`src/sv/sbp_pkg.sv`:
```
// Shared types and constants of the stream buffer prefetcher.
package sbp_pkg;

  // Default geometry of the stream buffers.
  localparam int NUM_ROWS_DEF  = 4;
  localparam int ROW_DEPTH_DEF = 4;

  // Field and bus widths.
  localparam int ADDR_W      = 32;
  localparam int ACTION_W    = 2;
  localparam int OUT_TDATA_W = 8;

  // Action codes; every other code probes only.
  localparam logic [ACTION_W-1:0] ACT_MISS = 2'd1;
  localparam logic [ACTION_W-1:0] ACT_HIT  = 2'd2;

  // Narrow result fields.
  typedef logic [1:0] row_field_t;
  typedef logic [1:0] col_field_t;

  // Result item, last field in the lowest bits.
  typedef struct packed {
    row_field_t alloc_row;
    logic       allocated;
    col_field_t hit_col;
    row_field_t hit_row;
    logic       hit;
  } result_t;

  // Commands from the controller to the datapath.
  typedef struct packed {
    logic load;    // capture the incoming item
    logic commit;  // update the rows and the result register
  } ctrl_cmd_t;

endpackage

```
`src/sv/sbp_ctrl.sv`:
```
// Controller of the stream buffer prefetcher: handshakes and sequencing.
module sbp_ctrl (
  input  logic               clk_i,
  input  logic               rst_ni,
  input  logic               s_tvalid_i,
  output logic               s_tready_o,
  output logic               m_tvalid_o,
  input  logic               m_tready_i,
  output sbp_pkg::ctrl_cmd_t cmd_o
);

  typedef enum logic {
    S_IDLE,
    S_EXEC
  } state_e;

  state_e state_q, state_d;
  logic   m_tvalid_q, m_tvalid_d;
  logic   accept;
  logic   commit;

  // An item is taken in idle and executed once the result register is free.
  assign accept = (state_q == S_IDLE) && s_tvalid_i;
  assign commit = (state_q == S_EXEC) && (!m_tvalid_q || m_tready_i);

  always_comb begin
    state_d    = state_q;
    m_tvalid_d = m_tvalid_q;
    if (m_tready_i) begin
      m_tvalid_d = 1'b0;
    end
    unique case (state_q)
      S_IDLE: begin
        if (accept) begin
          state_d = S_EXEC;
        end
      end
      S_EXEC: begin
        if (commit) begin
          state_d    = S_IDLE;
          m_tvalid_d = 1'b1;
        end
      end
      default: begin
        state_d = S_IDLE;
      end
    endcase
  end

  // State and the output valid flag.
  always_ff @(posedge clk_i or negedge rst_ni) begin
    if (!rst_ni) begin
      state_q    <= S_IDLE;
      m_tvalid_q <= 1'b0;
    end else begin
      state_q    <= state_d;
      m_tvalid_q <= m_tvalid_d;
    end
  end

  assign s_tready_o   = (state_q == S_IDLE);
  assign m_tvalid_o   = m_tvalid_q;
  assign cmd_o.load   = accept;
  assign cmd_o.commit = commit;

endmodule

```
`src/sv/sbp_dpath.sv`:
```
// Datapath of the stream buffer prefetcher: row state, compares and updates.
module sbp_dpath #(
  parameter int NUM_ROWS  = sbp_pkg::NUM_ROWS_DEF,
  parameter int ROW_DEPTH = sbp_pkg::ROW_DEPTH_DEF
) (
  input  logic                          clk_i,
  input  logic                          rst_ni,
  input  sbp_pkg::ctrl_cmd_t            cmd_i,
  input  logic [sbp_pkg::ACTION_W-1:0]  action_i,
  input  logic [sbp_pkg::ADDR_W-1:0]    addr_i,
  output sbp_pkg::result_t              result_o
);

  localparam int RowW = (NUM_ROWS > 1) ? $clog2(NUM_ROWS) : 1;
  localparam int AgeW = RowW;
  localparam logic [sbp_pkg::ADDR_W-1:0] Depth = sbp_pkg::ADDR_W'(ROW_DEPTH);

  // Row state.
  logic [NUM_ROWS-1:0]       valid_q;
  logic [AgeW-1:0]           age_q  [NUM_ROWS];
  logic [sbp_pkg::ADDR_W-1:0] head_q [NUM_ROWS];

  // Captured item and result register.
  logic [sbp_pkg::ACTION_W-1:0] action_q;
  logic [sbp_pkg::ADDR_W-1:0]   addr_q;
  sbp_pkg::result_t             res_q, res_d;

  // Compare and selection signals.
  logic [sbp_pkg::ADDR_W-1:0] off [NUM_ROWS];
  logic [NUM_ROWS-1:0]        match, win, oldest;
  logic [RowW-1:0]            win_idx, old_idx, free_idx, alloc_idx;
  logic [AgeW-1:0]            win_age;
  sbp_pkg::col_field_t        win_col;
  logic                       any_hit, any_free, do_restart, do_alloc;

  // Offset of the address into each row and the per-row match.
  always_comb begin
    for (int r = 0; r < NUM_ROWS; r++) begin
      off[r]   = addr_q - head_q[r];
      match[r] = valid_q[r] && (off[r] < Depth);
    end
  end

  // Pairwise age compares: youngest matching row, and oldest row (last on ties).
  always_comb begin
    for (int r = 0; r < NUM_ROWS; r++) begin
      win[r]    = match[r];
      oldest[r] = 1'b1;
      for (int s = 0; s < NUM_ROWS; s++) begin
        if (s != r) begin
          if (match[s] && ((age_q[s] < age_q[r]) || ((age_q[s] == age_q[r]) && (s < r)))) begin
            win[r] = 1'b0;
          end
          if (!((age_q[s] < age_q[r]) || ((age_q[s] == age_q[r]) && (s < r)))) begin
            oldest[r] = 1'b0;
          end
        end
      end
    end
  end

  // Encode the one-hot selections.
  always_comb begin
    win_idx = '0;
    win_age = '0;
    win_col = '0;
    old_idx = '0;
    for (int r = 0; r < NUM_ROWS; r++) begin
      if (win[r]) begin
        win_idx = win_idx | RowW'(r);
        win_age = win_age | age_q[r];
        win_col = win_col | off[r][1:0];
      end
      if (oldest[r]) begin
        old_idx = old_idx | RowW'(r);
      end
    end
  end

  // First invalid row.
  always_comb begin
    free_idx = '0;
    for (int r = NUM_ROWS - 1; r >= 0; r--) begin
      if (!valid_q[r]) begin
        free_idx = RowW'(r);
      end
    end
  end

  assign any_hit    = |match;
  assign any_free   = ~&valid_q;
  assign alloc_idx  = any_free ? free_idx : old_idx;
  assign do_restart = any_hit && ((action_q == sbp_pkg::ACT_MISS) ||
                                  (action_q == sbp_pkg::ACT_HIT));
  assign do_alloc   = !any_hit && (action_q == sbp_pkg::ACT_MISS);

  // Result of the current item.
  always_comb begin
    res_d.hit       = any_hit;
    res_d.hit_row   = sbp_pkg::row_field_t'(win_idx);
    res_d.hit_col   = win_col;
    res_d.allocated = do_alloc;
    res_d.alloc_row = do_alloc ? sbp_pkg::row_field_t'(alloc_idx) : '0;
  end

  // Valid bits and recency counts.
  always_ff @(posedge clk_i or negedge rst_ni) begin
    if (!rst_ni) begin
      valid_q <= '0;
      for (int r = 0; r < NUM_ROWS; r++) begin
        age_q[r] <= '0;
      end
    end else if (cmd_i.commit) begin
      for (int r = 0; r < NUM_ROWS; r++) begin
        if (do_restart) begin
          if (RowW'(r) == win_idx) begin
            age_q[r] <= '0;
          end else if (valid_q[r] && (age_q[r] < win_age)) begin
            age_q[r] <= age_q[r] + AgeW'(1);
          end
        end else if (do_alloc) begin
          if (RowW'(r) == alloc_idx) begin
            valid_q[r] <= 1'b1;
            age_q[r]   <= '0;
          end else if (valid_q[r]) begin
            age_q[r] <= age_q[r] + AgeW'(1);
          end
        end
      end
    end
  end

  // Head addresses: a restarted or filled row begins just past the address.
  always_ff @(posedge clk_i) begin
    if (cmd_i.commit) begin
      for (int r = 0; r < NUM_ROWS; r++) begin
        if ((do_restart && (RowW'(r) == win_idx)) || (do_alloc && (RowW'(r) == alloc_idx))) begin
          head_q[r] <= addr_q + sbp_pkg::ADDR_W'(1);
        end
      end
    end
  end

  // Item capture and result register.
  always_ff @(posedge clk_i) begin
    if (cmd_i.load) begin
      action_q <= action_i;
      addr_q   <= addr_i;
    end
    if (cmd_i.commit) begin
      res_q <= res_d;
    end
  end

  assign result_o = res_q;

endmodule

```
`src/sv/stream_buffer_prefetcher.sv`:
```
// Stream buffer prefetcher: each item is first transferred in and then handled in an
// execute cycle in which all rows are compared at once, the youngest matching row or the
// allocation target is chosen, and the recency counts, head addresses and result register
// are updated together. The execute cycle waits while an earlier result is still not
// taken, so a stalled output holds the item; a new item is taken only after it executes.
module stream_buffer_prefetcher #(
  parameter int NUM_ROWS  = sbp_pkg::NUM_ROWS_DEF,
  parameter int ROW_DEPTH = sbp_pkg::ROW_DEPTH_DEF
) (
  input  logic                            clk_i,
  input  logic                            rst_ni,
  input  logic                            s_axis_tvalid,
  output logic                            s_axis_tready,
  input  logic [sbp_pkg::ADDR_W-1:0]      s_axis_tdata,  // [31:0] line address
  input  logic [sbp_pkg::ACTION_W-1:0]    s_axis_tuser,  // [1:0] action
  output logic                            m_axis_tvalid,
  input  logic                            m_axis_tready,
  // [0] hit, [2:1] hit_row, [4:3] hit_col, [5] allocated, [7:6] alloc_row
  output logic [sbp_pkg::OUT_TDATA_W-1:0] m_axis_tdata
);

  sbp_pkg::ctrl_cmd_t cmd;
  sbp_pkg::result_t   result;

  sbp_ctrl u_ctrl (
    .clk_i      (clk_i),
    .rst_ni     (rst_ni),
    .s_tvalid_i (s_axis_tvalid),
    .s_tready_o (s_axis_tready),
    .m_tvalid_o (m_axis_tvalid),
    .m_tready_i (m_axis_tready),
    .cmd_o      (cmd)
  );

  sbp_dpath #(
    .NUM_ROWS  (NUM_ROWS),
    .ROW_DEPTH (ROW_DEPTH)
  ) u_dpath (
    .clk_i    (clk_i),
    .rst_ni   (rst_ni),
    .cmd_i    (cmd),
    .action_i (s_axis_tuser),
    .addr_i   (s_axis_tdata),
    .result_o (result)
  );

  assign m_axis_tdata = result;

endmodule

```
`config.mk`:
```
export PLATFORM = sky130hd
export DESIGN_NAME = stream_buffer_prefetcher
export DESIGN_NICKNAME = d
export VERILOG_FILES = /design/src/sv/sbp_pkg.sv /design/src/sv/sbp_ctrl.sv /design/src/sv/sbp_dpath.sv /design/src/sv/stream_buffer_prefetcher.sv
export SDC_FILE = /design/constraint.sdc
export NUM_CORES = 1
export LEC_CHECK = 0
export ABC_AREA = 1
export BUFFER_PORTS_ARGS = -buffer_cell sky130_fd_sc_hd__buf_4
export CAP_MARGIN = 25
export CORE_ASPECT_RATIO = 1.75
export CORE_UTILIZATION = 70
export CTS_BUF_LIST = sky130_fd_sc_hd__clkbuf_2
export DETAILED_ROUTE_END_ITERATION = 7
export PLACE_DENSITY = 0.88
export SLEW_MARGIN = 15
export SYNTH_ARGS = -nofsm -noshare
export SYNTH_HDL_FRONTEND = slang
export SYNTH_HIERARCHICAL = 1
export SYNTH_SLANG_ARGS = --single-unit
```
`constraint.sdc`:
```
create_clock -name clk_i -period 15.2 [get_ports clk_i]
set_input_delay 0.76 -clock clk_i [delete_from_list [all_inputs] [get_ports clk_i]]
set_output_delay 0.76 -clock clk_i [all_outputs]
set_load 0.05 [all_outputs]
```
==> results of run 1 <==
[through the flow]
step	hold slack (ps)	utilization (%)
after floorplan	464	-
after global placement	487	74.3
after detailed placement	513	74.6
after CTS	4.32	75.4
[synthesized netlist by cell type (4+ instances only)]
cell type	count	area (um2)
sky130_fd_sc_hd__and3_1	11	68.8
sky130_fd_sc_hd__nor3_2	4	40.0
sky130_fd_sc_hd__buf_4	4	30.0
sky130_fd_sc_hd__a21oi_1	100	500
sky130_fd_sc_hd__xor2_1	27	236
sky130_fd_sc_hd__nand4_1	80	500
sky130_fd_sc_hd__nor4_1	6	37.5
sky130_fd_sc_hd__fa_1	4	80.1
sky130_fd_sc_hd__nand3b_1	35	263
sky130_fd_sc_hd__nor3_1	37	185
sky130_fd_sc_hd__o21ai_1	7	35.0
sky130_fd_sc_hd__o21bai_1	10	75.1
sky130_fd_sc_hd__nor2_4	6	67.6
sky130_fd_sc_hd__o21ai_0	27	135
sky130_fd_sc_hd__ha_1	142	1780
sky130_fd_sc_hd__nand2_1	1025	3850
sky130_fd_sc_hd__inv_2	12	45.0
sky130_fd_sc_hd__dfrtp_1	14	350
sky130_fd_sc_hd__nand3_2	21	210
sky130_fd_sc_hd__nor3b_1	6	45.0
sky130_fd_sc_hd__a22oi_1	6	45.0
sky130_fd_sc_hd__and2_1	15	93.8
sky130_fd_sc_hd__nand2_4	4	45.0
sky130_fd_sc_hd__nor2_2	29	181
sky130_fd_sc_hd__edfxtp_1	170	5100
sky130_fd_sc_hd__nand3_1	234	1170
sky130_fd_sc_hd__xnor2_1	17	149
sky130_fd_sc_hd__nand2_2	53	332
sky130_fd_sc_hd__a21oi_2	4	35.0
sky130_fd_sc_hd__inv_1	633	2380
sky130_fd_sc_hd__nor2_1	270	1010
[cells by family after synthesis]
kind of cell               Yosys count  synth area share [%]
DFF                                184                  28.1
adders and majority gates          146                  9.57
xor gates and xnor gates            45                  2.07
AOI/OAI and AO/OA                  176                  5.17
buffers and inverters              653                  12.7
and+or+nand+nor                   1849                  42.4
[per-layer routing]
| metal | overflow | GRT usage [%] |
|---|---|---|
| met3 | 0 | 18.7 |
| met1 | 0 | 50.7 |
| met4 | 1 | 57.2 |
| met2 | 1 | 85.0 |
| met5 | 0 | 0.535 |
[repair_timing]
action / 4_1_cts
hold buffers: 1
setup buffers: 0
endpoints found under the hold margin: 14
==> implementation parameters, run 1 <==
Parameter                              Value

Run status
  Result of the run    aborted with a tool error
  Failed at    5_1_grt
  Run Error    [ERROR GRT-0116] Global routing finished with congestion. Check the congestion regions in the DRC Viewer.

Synthesis
  Share of synthesized area occupied by flip-flops and latches    between 20% and 30%
  Summed instance area of the synthesized netlist    19400 um2
  Syn_nets    between 3000 and 4000
  Warning count from the yosys run    6
  Share of async-settable or async-resettable flops after synthesis    7.61%
  Dominant synthesized flop cell    sky130_fd_sc_hd__edfxtp_1
  Number of enable flip-flop cells after synthesis    170
  Average size of a mapped cell    6.35 um2
  Unique cell type count in the Yosys netlist    56
  Post-Synthesis Cells    just over 3000
  Flip-flop and latch count after synthesis    roughly 180

Place
  HPWL after detailed placement    ~57000 um
  DP Worst Slack    around 10000 ps
  Number of port buffers    47
  Cells after DPL    roughly 3500
  Final estimated routing congestion in global placement    between 1 and 1.5
  Cell area after placement    20300 um2

Global routing
  Wire length of the first global-routing pass    around 110000 um
  Via count of the first global-routing pass    between 20000 and 25000
  Aggregate global-route resource usage    a little over half
  Largest net degree at the start of global routing    35
  Gr ovfl total    2

Clock tree
  Cells resized by post-CTS repair    0
  Num CTS Buffers    17
  Total number of clock tree sinks    approximately 180
  Maximum buffer depth of the clock tree    2
  Clock Tree Root    sky130_fd_sc_hd__clkbuf_2
  H-tree Lvls    4

Floorplanning
  Width of the die    about 130 um
  Die outline height    about 220 um
  Initial standard-cell utilization of the core    between 70% and 80%
  Number of placement rows    80
  Number of placed I/O pins    between 40 and 50
==> inputs of run 2 (changes only) <==
CORE_ASPECT_RATIO = unset   (was 1.75)
CORE_UTILIZATION = 40   (was 70)
CTS_BUF_LIST = unset   (was sky130_fd_sc_hd__clkbuf_2)
PLACE_DENSITY = unset   (was 0.88)
PLACE_DENSITY_LB_ADDON = 0.15   (was unset)
==> implementation parameters, run 2 <==
Parameter                              Value

Synthesis
  Largest family of logic cells by synthesized area    simple AND/OR/NAND/NOR gates
  Cell types occupying the most area after synthesis    sky130_fd_sc_hd__edfxtp_1 (26%), sky130_fd_sc_hd__nand2_1 (20%), sky130_fd_sc_hd__inv_1 (12%)
  Commonest cells post-synth    sky130_fd_sc_hd__nand2_1 (1025), sky130_fd_sc_hd__inv_1 (633), sky130_fd_sc_hd__nor2_1 (270)
  Dominant cell by count in the synthesized netlist    sky130_fd_sc_hd__nand2_1
  Simple-Gate Fraction of Synth Area    42.4%
  Flip-flop and latch count after synthesis    184
  Share of async-settable or async-resettable flops after synthesis    7.61%
  Post-synth top area share    a little over a quarter
  Number of enable flip-flop cells after synthesis    170
  Arithmetic-cell share of the synthesized area counting full adders, half adders and majority gates    9.57%
  Share of synthesized area occupied by flip-flops and latches    roughly 28%
  Average size of a mapped cell    approximately 6.4 um2
  Summed instance area of the synthesized netlist    19400 um2
  Complex-gate fraction of the synthesized area    between 5 and 6%
  Dominant synthesized flop cell    sky130_fd_sc_hd__edfxtp_1
  Largest area contributor in the netlist    sky130_fd_sc_hd__edfxtp_1
  Post-Synth XOR/XNOR Area    under 10%
  Unique cell type count in the Yosys netlist    56
  Multiplexer share of the synthesized area    0%
  Warning count from the yosys run    6
  Post-Synthesis Cells    between 3000 and 4000
  Syn_nets    3237

Global routing
  Antenna violations before repair    0
  Wire length of the first global-routing pass    roughly 120000 um
  Gr ovfl total    0
  Largest net degree at the start of global routing    35
  Aggregate global-route resource usage    31.6%
  Via count of the first global-routing pass    roughly 19000

STA
  Total setup violations reported at the end of the flow    0
  Post-route fraction of the period consumed by the critical path    35.2%
  Final total negative setup slack    0 ps
  Worst setup margin    slightly below 10000 ps
  Slew Viols, Final    0
  Minimum period implied by the final worst setup slack    5360 ps
  Peak Freq    approximately 190 MHz
  RSZ-0062 raised after global routing    no
  Final Hold Viols    0
  Transition at the pin with the smallest max-transition slack    1060 ps
  Final-layout worst hold slack    101 ps
  Clock skew after layout    ~14 ps
  Max transition margin    between 20% and 30%

Hold path
  Class of the most critical hold timing path    primary input to asynchronous set/reset pin

Setup path
  Most Frequent Cell on Critical Path    sky130_fd_sc_hd__nand2_1
  Worst path slowest cell    sky130_fd_sc_hd__a221oi_1
  Top fanout value on the critical path    9
  Worst path arrival time    around 5800 ps
  Setup slack on the worst flop-to-flop path    roughly 9800 ps
  Critical path endpoint category    flip-flop
  Required time at the endpoint of the critical path    15590 ps
  Worst Reg2Reg Path Length in Cells    30
  Critical path's largest stage delay    roughly 640 ps
  CP Class    flip-flop to flip-flop
  R2r startpoint    u_dpath/addr_q[0]
  Startpoint type of the worst setup path    flip-flop
  Reg2reg end    u_dpath/age_q[6]

Pwr
  Clock Power Share    between 10% and 20%
  Overall power consumption    approximately 2.3 mW
  Net Sw Power    1.12 mW
  Cell Int Power    1.19 mW
  Leakage power of the design    11.3 nW
  Relative contribution of sequential cells to total power    slightly below 30%
  Power density over the cells    ~110 nW/um2
  Switching share of total power    48.5%
  Max IR drop VDD    around 0.00009 V
  Share of power burned in combinational logic    about half

Clock tree
  CTS tree    built
  Clock Tree Root    sky130_fd_sc_hd__clkbuf_16
  Cells resized by post-CTS repair    0
  Clock Pin Slew Worst Setup and Hold Paths    ~80 ps
  Setup bufs post-CTS    0
  Maximum buffer depth of the clock tree    2
  Num CTS Buffers    17
  CTS Hold Buffers Added    0
  Clock insertion delay at the later pin of the skew report    500 ps
  Total number of clock tree sinks    between 150 and 200
  H-tree Lvls    4

Drt
  Average wire length per cell after detail routing    ~21 um
  Post-detailed-route DRC marker count    0
  Number of vias after detailed routing    slightly below 20000
  Total wire length after detailed routing    approximately 77000 um
  Via-per-instance ratio    roughly 5.3
  DRC marker count from the first detailed-route iteration    a little over 2000
  Count of antenna-violating nets left after detailed routing    0
  Number of search-and-repair iterations in the first detailed-routing pass    5

Layout
  NumNets Final    roughly 3300
  Number of cells in the finished layout apart from fillers    roughly 3800
  Area added between synthesis and finish    9.49%
  Most common library cell in the layout ignoring fill and taps    sky130_fd_sc_hd__nand2_1
  Share of final-layout standard cells stronger than drive strength 1    under 10%
  Final-layout fill cell count    between 5000 and 6000
  Largest register by flop count    u_dpath/head_q
  Diodes inserted    0
  Flip-flop count of the largest register after layout    128
  Registers with the most flip-flops    u_dpath/head_q x128, u_dpath/addr_q x32
  Commonest cells after routing, fill and taps aside    sky130_fd_sc_hd__nand2_1 (1025), sky130_fd_sc_hd__inv_1 (633), sky130_fd_sc_hd__nor2_1 (269)

Floorplanning
  Number of placed I/O pins    between 40 and 50
  Core footprint    47700 um2
  Initial standard-cell utilization of the core    between 40% and 50%
  Number of placement rows    80
  Width of the die    ~220 um
  Die outline height    approximately 220 um
  Area enclosed by the die boundary    roughly 50000 um2

Place
  Number of port buffers    47
  DP Worst Slack    9890 ps
  HPWL after detailed placement    63900 um
  Cells after DPL    3719
  Final estimated routing congestion in global placement    ~1.0

Run status
  Result of the run    finished clean

Flow run
  Maxcap violations    0
## run 2: cell counts after synthesis
Identical to the previous run, type by type.
## run 2: critical path: cells and delay by family, from the launching register on
family	cells	cell delay, ps
AOI/OAI and AO/OA	2	740
DFF	1	420
and+or+nand+nor	21	2280
buffers and inverters	4	630
adders and majority gates	3	1180
## run 2: how the worst max path moves through the flow
stage / start / endpoint / slack (ps)
global placement: u_dpath/addr_q[0] / u_dpath/head_q[3][22] / 9850
global route: u_dpath/addr_q[0] / u_dpath/age_q[6] / 9540
floorplan: u_dpath/addr_q[0] / u_dpath/head_q[2][0] / 10420
detailed placement: u_dpath/addr_q[0] / u_dpath/age_q[6] / 9890
finish: u_dpath/addr_q[0] / u_dpath/age_q[6] / 9840
CTS: u_dpath/addr_q[0] / u_dpath/age_q[6] / 9860
## run 2: final cells by class
class                   count  area [um2]  share of cell area [%]
well taps                 615         769                    3.62
inverters                 648        2430                    11.5
repair buffers             56         460                    2.17
multi-input cells        2216       11500                    54.2
flip-flops and latches    184        5460                    25.7
clock buffers              17         425                    2.00
clock inverters            15         183                   0.860
## run 2: kinds of logic (layout without fill, tap and decap cells)
family	Yosys count	count (layout)
xor gates and xnor gates	45	45
and+or+nand+nor	1849	1849
buffers and inverters	653	736
AOI/OAI and AO/OA	176	176
adders and majority gates	146	146
DFF	184	184
## run 2: layer usage
layer  share of wire (%)  vias up  GRT usage, %  wire [um]
met1                  45     9164          42.3      34300
met2                  45      726          51.1      34700
met4                 4.1        0          13.9       3180
met5                   0        -             0          0
li1                    -     9788             -          -
met3                 6.2      130          3.93       4770
## run 2: through the flow
step,instance area (um2),utilization (%)
6_report,21200,44.5
4_1_cts,21200,44.5
3_3_place_gp,20600,43.1
2_1_floorplan,19400,-
5_1_grt,21200,44.5
3_5_place_dp,20600,43.2
## run 2: power groups by stage
stage | clock (mW) | combinational (mW) | sequential (mW)
after floorplan | 0 | 0.787 | 0.676
after global placement | 0 | 1.14 | 0.696
after detailed placement | 0 | 1.14 | 0.696
after CTS | 0.475 | 1.15 | 0.685
after global routing | 0.489 | 1.30 | 0.691
final | 0.461 | 1.17 | 0.686
(Power assumes the default switching activity.)
==> inputs of run 3 (changes only) <==
ABC_AREA = 0   (was 1)
clock period = 4.8 ns   (was 15.2 ns; I/O delays follow)
==> implementation parameters, run 3 <==
Parameter                              Value

Layout
  Commonest cells after routing, fill and taps aside    sky130_fd_sc_hd__buf_4 (745), sky130_fd_sc_hd__inv_1 (186), sky130_fd_sc_hd__a21oi_1 (175)
  Area added between synthesis and finish    50.3%
  NumNets Final    just under 3000
  Diodes inserted    0
  Registers with the most flip-flops    u_dpath/head_q x128, u_dpath/addr_q x32
  Finished Cell Area    25800 um2
  Final Core Density    about three fifths
  Flip-flop count of the largest register after layout    about 130
  Number of cells in the finished layout apart from fillers    approximately 3300
  Largest register by flop count    u_dpath/head_q
  Share of final-layout standard cells stronger than drive strength 1    ~35%
  Most common library cell in the layout ignoring fill and taps    sky130_fd_sc_hd__buf_4

STA
  Transition at the pin with the smallest max-transition slack    1180 ps
  Clock skew after layout    15.6 ps
  Minimum period implied by the final worst setup slack    between 5000 and 6000 ps
  Peak Freq    ~190 MHz
  Max transition margin    about a fifth
  Total setup violations reported at the end of the flow    roughly 140
  Slew Viols, Final    0
  Post-route fraction of the period consumed by the critical path    112%
  RSZ-0062 raised after global routing    yes
  Final-layout worst hold slack    94.2 ps
  Worst setup margin    -568 ps
  Final Hold Viols    0

Clock tree
  Clock insertion delay at the later pin of the skew report    just under 500 ps
  Total number of clock tree sinks    around 180
  CTS tree    built
  Clock Pin Slew Worst Setup and Hold Paths    80 ps
  Clock Tree Root    sky130_fd_sc_hd__clkbuf_16
  Num CTS Buffers    17
  H-tree Lvls    4
  Maximum buffer depth of the clock tree    2

Setup path
  Bufs and invs on worst path    2
  Required time at the endpoint of the critical path    between 5000 and 6000 ps
  Reg2reg end    u_dpath/age_q[4]
  Worst path arrival time    approximately 5800 ps
  Startpoint type of the worst setup path    flip-flop
  R2r startpoint    u_dpath/addr_q[4]
  Delay-heaviest family, CP    simple AND/OR/NAND/NOR gates
  CP Class    flip-flop to flip-flop
  Worst path slowest cell    sky130_fd_sc_hd__or4b_4
  Critical path's largest stage delay    ~550 ps
  Critical path endpoint category    flip-flop
  Cell-by-cell trace of the critical path    ha_1, a21o_1, buf_4, a31oi_1, a21oi_1, or3_1, or4_1, or4b_4, nor4b_4, and4_4, and3_4, o2111ai_4, o22ai_2, nor2_4, buf_12, ha_4, nor2_2, o21a_1, a21oi_2, nor4_1, a221o_1
  Setup slack on the worst flop-to-flop path    -570 ps
  Worst Reg2Reg Path Length in Cells    21
  Top fanout value on the critical path    5

Place
  HPWL after detailed placement    roughly 63000 um
  Cells after DPL    3211
  Number of port buffers    47
  Final estimated routing congestion in global placement    ~1
  Cell area after placement    approximately 23000 um2

Drt
  Average wire length per cell after detail routing    around 24 um
  Via-per-instance ratio    around 6
  Number of search-and-repair iterations in the first detailed-routing pass    6
  Routed metal-1 wirelength    ~34000 um
  Post-detailed-route DRC marker count    0
  DRC marker count from the first detailed-route iteration    about 2200
  Top sig layer    met5
  Total wire length after detailed routing    80200 um
  Length of routed met3 wiring    6890 um
  Detail Route met2 WL    around 35000 um
  Number of vias after detailed routing    19900
  Count of antenna-violating nets left after detailed routing    0

Global routing
  Via count of the first global-routing pass    between 15000 and 20000
  Aggregate global-route resource usage    a little over a third
  Antenna violations before repair    2
  Largest net degree at the start of global routing    36
  Wire length of the first global-routing pass    about 120000 um
  Gr ovfl total    0

Run status
  Result of the run    finished, violations left
  Violated checks    negative setup slack

Synthesis
  Share of async-settable or async-resettable flops after synthesis    roughly 7.6%
  Dominant cell by count in the synthesized netlist    sky130_fd_sc_hd__inv_1
  Number of enable flip-flop cells after synthesis    170
  Post-Synthesis Cells    approximately 2000
  Cell types occupying the most area after synthesis    sky130_fd_sc_hd__edfxtp_1 (30%), sky130_fd_sc_hd__ha_1 (10%), sky130_fd_sc_hd__a21oi_1 (5.4%)
  Warning count from the yosys run    6
  Post-synth top area share    between 20 and 30%
  Average size of a mapped cell    between 8 and 9 um2
  Share of synthesized area occupied by flip-flops and latches    between 30% and 40%
  Unique cell type count in the Yosys netlist    slightly above 90
  Dominant synthesized flop cell    sky130_fd_sc_hd__edfxtp_1
  Largest area contributor in the netlist    sky130_fd_sc_hd__edfxtp_1
  Flip-flop and latch count after synthesis    around 180
  Summed instance area of the synthesized netlist    17200 um2
  Commonest cells post-synth    sky130_fd_sc_hd__inv_1 (189), sky130_fd_sc_hd__a21oi_1 (185), sky130_fd_sc_hd__nand2_1 (174)
  Syn_nets    2207

Pwr
  Max IR drop VDD    between 0.0003 and 0.0004 V
  Leakage power of the design    11.2 nW
  Relative contribution of sequential cells to total power    25.6%
  Cell Int Power    roughly 4.7 mW
  Clock Power Share    between 10% and 20%
  Share of power burned in combinational logic    between 50 and 60%
  Net Sw Power    3.49 mW
  Power density over the cells    roughly 320 nW/um2
  Switching share of total power    between 40 and 50%

Floorplanning
  Number of placed I/O pins    48
  Die outline height    ~210 um
  Initial standard-cell utilization of the core    roughly 40%
  Width of the die    between 200 and 250 um
  Core footprint    ~42000 um2
  Area enclosed by the die boundary    approximately 44000 um2
  Number of placement rows    between 70 and 80

Hold path
  Hold Startpoint    m_axis_tready
  Endpoint with the worst hold slack    u_ctrl/m_tvalid_o
  Class of the most critical hold timing path    primary input to flip-flop
  Worst hold path depth    3

Flow run
  Maxcap violations    0
## run 3: changes by cell type after synthesis, sizes merged, moves of 34 or more
| cell | previous run | this run |
|---|---|---|
| nand2 | 1082 | 174 |
| inv | 645 | 189 |
| nand3 | 255 | 53 |
| nor2 | 305 | 127 |
| a21oi | 105 | 189 |
| o21ai | 37 | 118 |
| clkbuf | 1 | 52 |
| o21a | 2 | 48 |
| xnor2 | 17 | 51 |
## run 3: how the worst max path moves through the flow
stage                       from          endpoint  depth (start not counted)
6_report       u_dpath/addr_q[4]  u_dpath/age_q[4]                         21
5_1_grt        u_dpath/addr_q[2]  u_dpath/age_q[1]                         23
4_1_cts        u_dpath/addr_q[0]  u_dpath/age_q[1]                         20
3_5_place_dp   u_dpath/addr_q[0]  u_dpath/age_q[6]                         20
3_3_place_gp   u_dpath/addr_q[0]  u_dpath/age_q[6]                         20
2_1_floorplan  u_dpath/addr_q[0]  u_dpath/age_q[5]                         22
## run 3: worst min-delay path: stages
cell	delay, ps
sky130_fd_sc_hd__buf_4	110
sky130_fd_sc_hd__inv_1	80
sky130_fd_sc_hd__a21o_2	130
## run 3: power groups by stage
stage	combinational (mW)	sequential (mW)	clock (mW)
after floorplan	2.08	2.12	0
after global placement	4.01	2.12	0
after detailed placement	4.05	2.12	0
after CTS	4.38	2.09	1.52
after global routing	4.92	2.12	1.57
final	4.64	2.10	1.48
## run 3: metal layers
| metal | global-route usage [%] | vias up |
|---|---|---|
| li1 | - | 9255 |
| met5 | 0 | - |
| met4 | 17.6 | 2 |
| met3 | 7.56 | 172 |
| met1 | 48.3 | 9580 |
| met2 | 56.1 | 916 |
## run 3: cell type report
cell class / instances / area [um2]
Sequential cell: 184 / 5460
Tap cell: 539 / 674
Multi-Input combinational cell: 1584 / 11800
Clock inverter: 13 / 159
Fill cell: 3677 / 16300
Clock buffer: 18 / 429
Inverter: 189 / 712
Timing Repair Buffer: 822 / 6630
## run 3: what timing repair did
action	CTS	global route
resized for setup	114	64
buffers inserted	42	25
pin swaps	37	45
hold buffers	35	0
cloned	9	1
endpoints found under the setup margin	143	142
hold endpoints to repair	48	0
## run 3: cells by family (layout without fill, tap and decap cells)
logic type / count (synthesis) / count (layout) / share of synthesized area [%]
and+or+nand+nor: 694 / 694 / 21.3
AOI/OAI and AO/OA: 653 / 655 / 25.6
buffers and inverters: 257 / 1042 / 5.79
DFF: 184 / 184 / 31.7
adders and majority gates: 146 / 146 / 10.8
xor gates and xnor gates: 68 / 68 / 3.46
muxes: 21 / 21 / 1.27
## run 3: stage by stage
stage	TNS [ps]	worst slack (ps)	power [mW]
6_report	-46800	-568	8.22
5_1_grt	-75330	-760	8.60
4_1_cts	-29220	-486	7.99
3_5_place_dp	-84200	-799	6.17
3_3_place_gp	-84110	-745	6.13
2_1_floorplan	-5970	-183	4.20
